===== config.mk =====
export PLATFORM = sky130hd
export DESIGN_NAME = lpm_match
export DESIGN_NICKNAME = d
export VERILOG_FILES = /design/src/rtl/core/lpm_pkg.sv /design/src/rtl/core/lpm_match.sv
export SDC_FILE = /design/constraint.sdc
export NUM_CORES = 1
export LEC_CHECK = 0
export CELL_PAD_IN_SITES_DETAIL_PLACEMENT = 0
export CELL_PAD_IN_SITES_GLOBAL_PLACEMENT = 2
export CORE_MARGIN = 4
export CORE_UTILIZATION = 39
export CTS_CLUSTER_DIAMETER = 40
export DETAILED_ROUTE_END_ITERATION = 8
export DONT_BUFFER_PORTS = 1
export GPL_TIMING_DRIVEN = 0
export PLACE_DENSITY_LB_ADDON = 0.2
export SYNTH_ARGS = -nofsm -noshare
export SYNTH_HDL_FRONTEND = slang
export SYNTH_SLANG_ARGS = --single-unit

===== constraint.sdc =====
create_clock -name clk -period 13.4 [get_ports clk]
set_input_delay 2.01 -clock clk [delete_from_list [all_inputs] [get_ports clk]]
set_output_delay 2.01 -clock clk [all_outputs]
set_load 0.02 [all_outputs]

===== src/rtl/core/lpm_pkg.sv =====
package lpm_pkg;

  // Field widths fixed by the item formats
  localparam int ADDR_W      = 32;
  localparam int LEN_W       = 6;
  localparam int PORT_W      = 8;
  localparam int IN_DATA_W   = 112;
  localparam int OUT_DATA_W  = 48;
  localparam int TABLE_DEPTH = 256;

  // Longest prefix length; longer lengths are saturated to it
  localparam logic [LEN_W-1:0] LEN_MAX = 6'd32;

  // Request kinds carried on s_tuser; the fourth code is a no-op
  typedef enum logic [1:0] {
    KIND_LOAD   = 2'd0,
    KIND_LOOKUP = 2'd1,
    KIND_CLEAR  = 2'd2
  } kind_t;

  // Sequencer states
  typedef enum logic [2:0] {
    ST_IDLE,
    ST_EXEC,
    ST_SCAN,
    ST_DRAIN,
    ST_FIN
  } state_t;

  // One stored route
  typedef struct packed {
    logic [PORT_W-1:0] port;
    logic [ADDR_W-1:0] hop;
    logic [LEN_W-1:0]  length;
    logic [ADDR_W-1:0] prefix;
  } entry_t;

  // Control from the sequencer to the compare unit
  typedef struct packed {
    logic clear;
    logic vld;
  } mctl_t;

  // Best route found so far
  typedef struct packed {
    logic              hit;
    logic [LEN_W-1:0]  length;
    logic [ADDR_W-1:0] hop;
    logic [PORT_W-1:0] port;
  } best_t;

  // One result
  typedef struct packed {
    logic              table_full;
    logic [LEN_W-1:0]  match_length;
    logic [PORT_W-1:0] port_out;
    logic [ADDR_W-1:0] hop_out;
    logic              found;
  } result_t;

endpackage


===== src/rtl/core/lpm_match.sv =====
module lpm_match (
  input  logic                        clk,
  input  logic                        rst,
  input  lpm_pkg::mctl_t              ctl,
  input  logic [lpm_pkg::ADDR_W-1:0]  dest,
  input  lpm_pkg::entry_t             entry,
  output lpm_pkg::best_t              best
);

  logic [lpm_pkg::ADDR_W-1:0] mask;
  logic [lpm_pkg::LEN_W-1:0]  shift;
  logic                       match;
  logic                       better;

  // Build the contiguous mask from the stored length (at most 32)
  always_comb begin
    shift = lpm_pkg::LEN_MAX - entry.length;
    if (entry.length == '0) begin
      mask = '0;
    end else begin
      mask = {lpm_pkg::ADDR_W{1'b1}} << shift;
    end
    match  = ((entry.prefix & mask) == (dest & mask));
    better = match && (!best.hit || (entry.length > best.length));
  end

  // Track the longest match; strict compare keeps the earliest on a tie
  always_ff @(posedge clk) begin
    if (rst) begin
      best.hit <= 1'b0;
    end else if (ctl.clear) begin
      best.hit    <= 1'b0;
      best.length <= '0;
    end else if (ctl.vld && better) begin
      best.hit    <= 1'b1;
      best.length <= entry.length;
      best.hop    <= entry.hop;
      best.port   <= entry.port;
    end
  end

endmodule


Word level (Yosys, flattened, before mapping)
Cells that the tools add are included.
- input bits: 114
- bits in registers: 47
- output and inout port bits: 47
- word-level logic and storage cells: 23
- reduce and logical (&&, ||, !) cells: 9
- equality and inequality tests: 1
- $lt $le $gt $ge: 1
- bitwise operators: 4
- add/subtract/negate cells: 1
- muxes and demuxes: 2
- shift-type cells: 1
- operator list (cell ; count):
    $and A32 B32 Y32 ; 2
    $mux W46 ; 1
    $eq A32 B32 Y1 ; 1
    $mux W32 ; 1
    $shl A32 B6 Y32 const A ; 1
    $gt A6 B6 Y1 ; 1
    $logic_not A6 Y1 ; 1
    $sub A6 B6 Y6 const A ; 1
    $reduce_and A3 Y1 ; 1
    $logic_and A1 B1 Y1 ; 2
    $not A1 Y1 ; 2
    $reduce_and A2 Y1 ; 1
    $reduce_bool A2 Y1 ; 1
    $reduce_or A2 Y1 ; 1
    $logic_not A1 Y1 ; 1
    $logic_or A1 B1 Y1 ; 1

Depth between registers and ports, before layout
- word-level depth: 9
- depth in mapped cells: 10
- gate-level depth less buffers: 9

Least setup slack after synthesis
Ideal clock, no wire load.
- path kind: input to register
- start point: input port entry[32] in the netlist's numbering
- end point: register best[0] in the netlist's numbering, enable pin
- library setup time: 541 ps
- stages: 8
- arrival time: 7512 ps
- data required time: 12859 ps
- buffers on the path: 0
- path slack: 5347 ps
- cells stage by stage: inv_1 -> ha_1 -> xnor2_2 -> a21oi_1 -> o41a_1 -> o41ai_2 -> a32oi_2 -> nor4_1
- longest elaborated chain between the ends: 8
- elaborated cells between the ends (all ways): 12
- classes of those cells: add/sub (1); order compare (1); eq/ne (1); shift (1); mux (1); bitwise (2); reduce/logical (5)
- RTL lines (element ; line ; source):
    start: declaration ; lpm_match.sv:6 ; input lpm_pkg::entry_t entry,
    $sub A6 B6 Y6 ; lpm_match.sv:17 ; shift = lpm_pkg::LEN_MAX - entry.length;
    $shl A32 B6 Y32 ; lpm_match.sv:21 ; mask = {lpm_pkg::ADDR_W{1'b1}} << shift;
    $mux W32 ; lpm_match.sv:18 ; if (entry.length == '0) begin
    $and A32 B32 Y32 ; lpm_match.sv:23 ; match = ((entry.prefix & mask) == (dest & mask));
    $eq A32 B32 Y1 ; lpm_match.sv:23 ;
    $logic_and A1 B1 Y1 (*) ; lpm_match.sv:24 ; better = match && (!best.hit || (entry.length > best.length));
    $logic_and A1 B1 Y1 (*) ; lpm_match.sv:34 ; end else if (ctl.vld && better) begin
    $reduce_and A3 Y1 (no source line) (*) ; n/a ;
    end: declaration ; lpm_match.sv:7 ; output lpm_pkg::best_t best
Every way passes the cells marked *; elsewhere a longest branch is shown, timed or not.
A chain may end at the register's enable or synchronous reset.

Worst setup path in the final report
- start point: input port entry[33] in the netlist's numbering
- end point: register best[21] in the netlist's numbering, enable pin
The elaborated chain is that of the path after synthesis.

==> flow_summary.toml <==
[status]
outcome = "complete, no violations"

[timing]
hold_viol_final = 0
max_freq_mhz = 189.2
rsz0062_at_grt = "no"
worst_pin_slew_ps = 902.9
fin_crit_ps = 5285
finalClockSkew_ps = 8.910
setup_viol = 0
relSlewSlack_pct = 38.85
finalCritPeriodShare_pct = 39.44
finalMaxSlewViolations = 0
setup_tns_ps = 0

[synthesis]
synthFlopType = "edfxtp_1"
synth_cell_types = 47
synth_fp_nets = 342
synth_cells = 218
postSynthAreaPerCell_sq_um = 11.89
synth_top_area_share_pct = 53.31
ys_seq_elements = 47
synth.area.top_cells = "edfxtp_1, xnor2_1, ha_1"
yosys_warnings = 0
yosysSeqAreaShare_pct = 54.08
yosys.area.top_type = "edfxtp_1"
syn-cell-area_sq_mm = 0.002591
synth-edff-count = 46
synth-async-reset-ratio_pct = 0

[setup_path]
cpMostUsedCell = "buf_4"
crit_type = "input port to flop"
path_buf_inv = 6
critPathRequiredTime_ps = 13400
crit_chain = "inv_1 -> ha_1 -> clkbuf_1 -> xor2_1 -> o31ai_1 -> a22oi_1 -> o41ai_2 -> a32oi_2 -> nor4_2 -> buf_4 -> buf_4 -> buf_4 -> buf_4"
cp_top_family = "buffers and inverters"
cp-endpoint = "best[21]$_DFFE_PP_"
cp_data_arrival_time_ps = 5290
startpoint_type = "input port"
slowest_delay_ps = 530
ff2ff_path_depth = 13
reg2reg_from = "best[41]$_SDFFCE_PP0P_"
critPathCaptureType = "flop"
ff2ff_setup_slack_ps = 10220
r2r-end = "best[15]$_DFFE_PP_"
cp_max_fo = 11
crit_start = "entry[33]"
cp_num_cells = 13
slowest_stage = "o41ai_2"

[power_and_ir_drop]
total_power_mw = 0.3401
power_density_mw_per_mm2 = 118.7
pwr-share-comb_pct = 13.5
seqPwrFrac_pct = 50.9
p_int_mw = 0.2609
switching_share_pct = 23.28
clkPwrFrac_pct = 35.6
ir_drop_mv = 0.09396
p_leak_nw = 0.9763
p_sw_mw = 0.07917

[worst_hold_path]
hp-class = "flop to flop"

[grt]
gr-usage-all-layers_pct = 16.55
grt_antenna_before_repair = 0
grt_max_degree = 17
grt_pass1_wl_microns = 9894
first_global_vias = 1930
gr-total-overflow = 0

[placement]
placed_cell_area_sq_mm = 0.002724
routabilityCongestion = 0.8588
hpwl_microns = 5570
io_buffers = 0

[layout]
fin_nets = 353
fin_util_pct = 44.85
area_growth_pct = 10.53
multi_input_area_sq_mm = 0.001126
fillers = 577
reg_top3 = "best x47"
largest-register = "best"
final_area_sq_mm = 0.002864
largest_register_ffs = 47
diodes = 0
drive_gt1_share_pct = 8.696
seq_area_sq_mm = 0.001401

[clock_tree]
post_cts_buffers = 0
clockBufferDepth = 2
cts-root-buf = "clkbuf_8"
path_clk_slew_ps = 90
cts_sinks = 47
clock_latency_ps = 290
cts_resized = 0
ctsHoldBuffers = 0
h-tree-depth = 2
cts_tree = "yes"
cts_buffers = 5

[floorplanning]
fp.dieArea_sq_mm = 0.008012
fp.coreArea_sq_mm = 0.006386
die_x_microns = 89.51
fp.dieH_microns = 89.51
rows = 29
boundaryPins = 161
initial_utilization_pct = 40.58

[drt]
drtPass1Iterations = 4
ant_nets = 0
drt-initial-drc-count = 111
wire_per_inst_microns = 21.97
routed_wl_microns = 6744
vias = 1824
avgViaCountPerCell = 5.941
post-route-drc-count = 0

[job]
max_cap_violations = 0
==> tightest hold or removal path, cell delays in order (launching register included) <==
cell	delay [ps]
dfxtp_1	390
inv_1	120
a211oi_1	70
==> routing by layer <==
metal,vias to the layer above,track usage [%],share of wire (%)
met4,0,4.060,0.79
met3,4,6.912,11
met5,-,0,0
met1,846,19.49,38
li1,848,-,-
met2,126,28.06,50
==> power by group through the flow <==
stage | clock network (mW) | logic (mW) | registers [mW]
finish | 0.121 | 0.0459 | 0.173
global route | 0.131 | 0.0513 | 0.173
CTS | 0.124 | 0.0458 | 0.173
detailed placement | 0 | 0.0454 | 0.176
global placement | 0 | 0.0438 | 0.177
floorplan | 0 | 0.0351 | 0.176
==> cells in the mapped netlist, types with 4 or more instances <==
| library cell | number |
|---|---|
| edfxtp_1 | 46 |
| xnor2_1 | 22 |
| nand2_1 | 17 |
| inv_1 | 13 |
| xor2_1 | 13 |
| nor2_1 | 11 |
| ha_1 | 10 |
| nor4_1 | 8 |
| a21oi_1 | 7 |
| nand4_1 | 6 |
| o21ai_0 | 6 |
| nor3_1 | 5 |
| o21a_1 | 4 |
==> cells by family after synthesis <==
group                    count (synthesis)  synth area share [%]
AND/OR/NAND/NOR                         61                 12.80
adder cells (fa/ha/maj)                 10                 4.829
AO/OA/AOI/OAI                           46                 13.13
buffers and inverters                   18                 2.704
XOR/XNOR                                36                 12.46
flip-flops                              47                 54.08
==> layout by cell type (no fill, tap or decap), types with 3 or more instances in the layout <==
master,synthesis,final
a22oi_1,3,3
a31oi_1,3,3
clkbuf_8,0,5
nand2_1,17,17
nor4_1,8,7
inv_1,13,13
o22ai_1,3,3
ha_1,10,10
xnor2_1,22,22
buf_4,0,4
o21ai_0,6,6
edfxtp_1,46,46
o21a_1,4,4
a21oi_1,7,7
nor2_1,11,11
nor3_1,5,5
xor2_1,13,13
nand4_1,6,6
==> worst min path at each step <==
stage | startpoint | to | slack, ps | depth (start not counted)
5_1_grt | best[46]$_SDFFE_PP0P_ | best[46]$_SDFFE_PP0P_ | 670 | 2
2_1_floorplan | best[46]$_SDFFE_PP0P_ | best[46]$_SDFFE_PP0P_ | 570 | 2
3_5_place_dp | best[46]$_SDFFE_PP0P_ | best[46]$_SDFFE_PP0P_ | 620 | 2
6_report | best[46]$_SDFFE_PP0P_ | best[46]$_SDFFE_PP0P_ | 620 | 2
4_1_cts | best[46]$_SDFFE_PP0P_ | best[46]$_SDFFE_PP0P_ | 630 | 2
3_3_place_gp | best[46]$_SDFFE_PP0P_ | best[46]$_SDFFE_PP0P_ | 610 | 2
==> through the flow <==
stage	setup slack [ps]	std cells	hold slack [ps]
floorplan	5347	218	567.0
CTS	8078	307	630.4
global route	7861	307	672.3
detailed placement	7785	299	617.6
finish	8115	307	623.0
global placement	4155	295	609.4
==> layout make-up <==
class,count,share of cell area [%]
buffer,5,0.7427
clock buffer,5,2.403
clock inverter,3,2.490
inverter,13,1.704
multi-input combinational,153,39.32
sequential,47,48.93
tap,77,3.364
timing repair buffer,4,1.048
No activity file was read; power rests on OpenSTA's default activity.
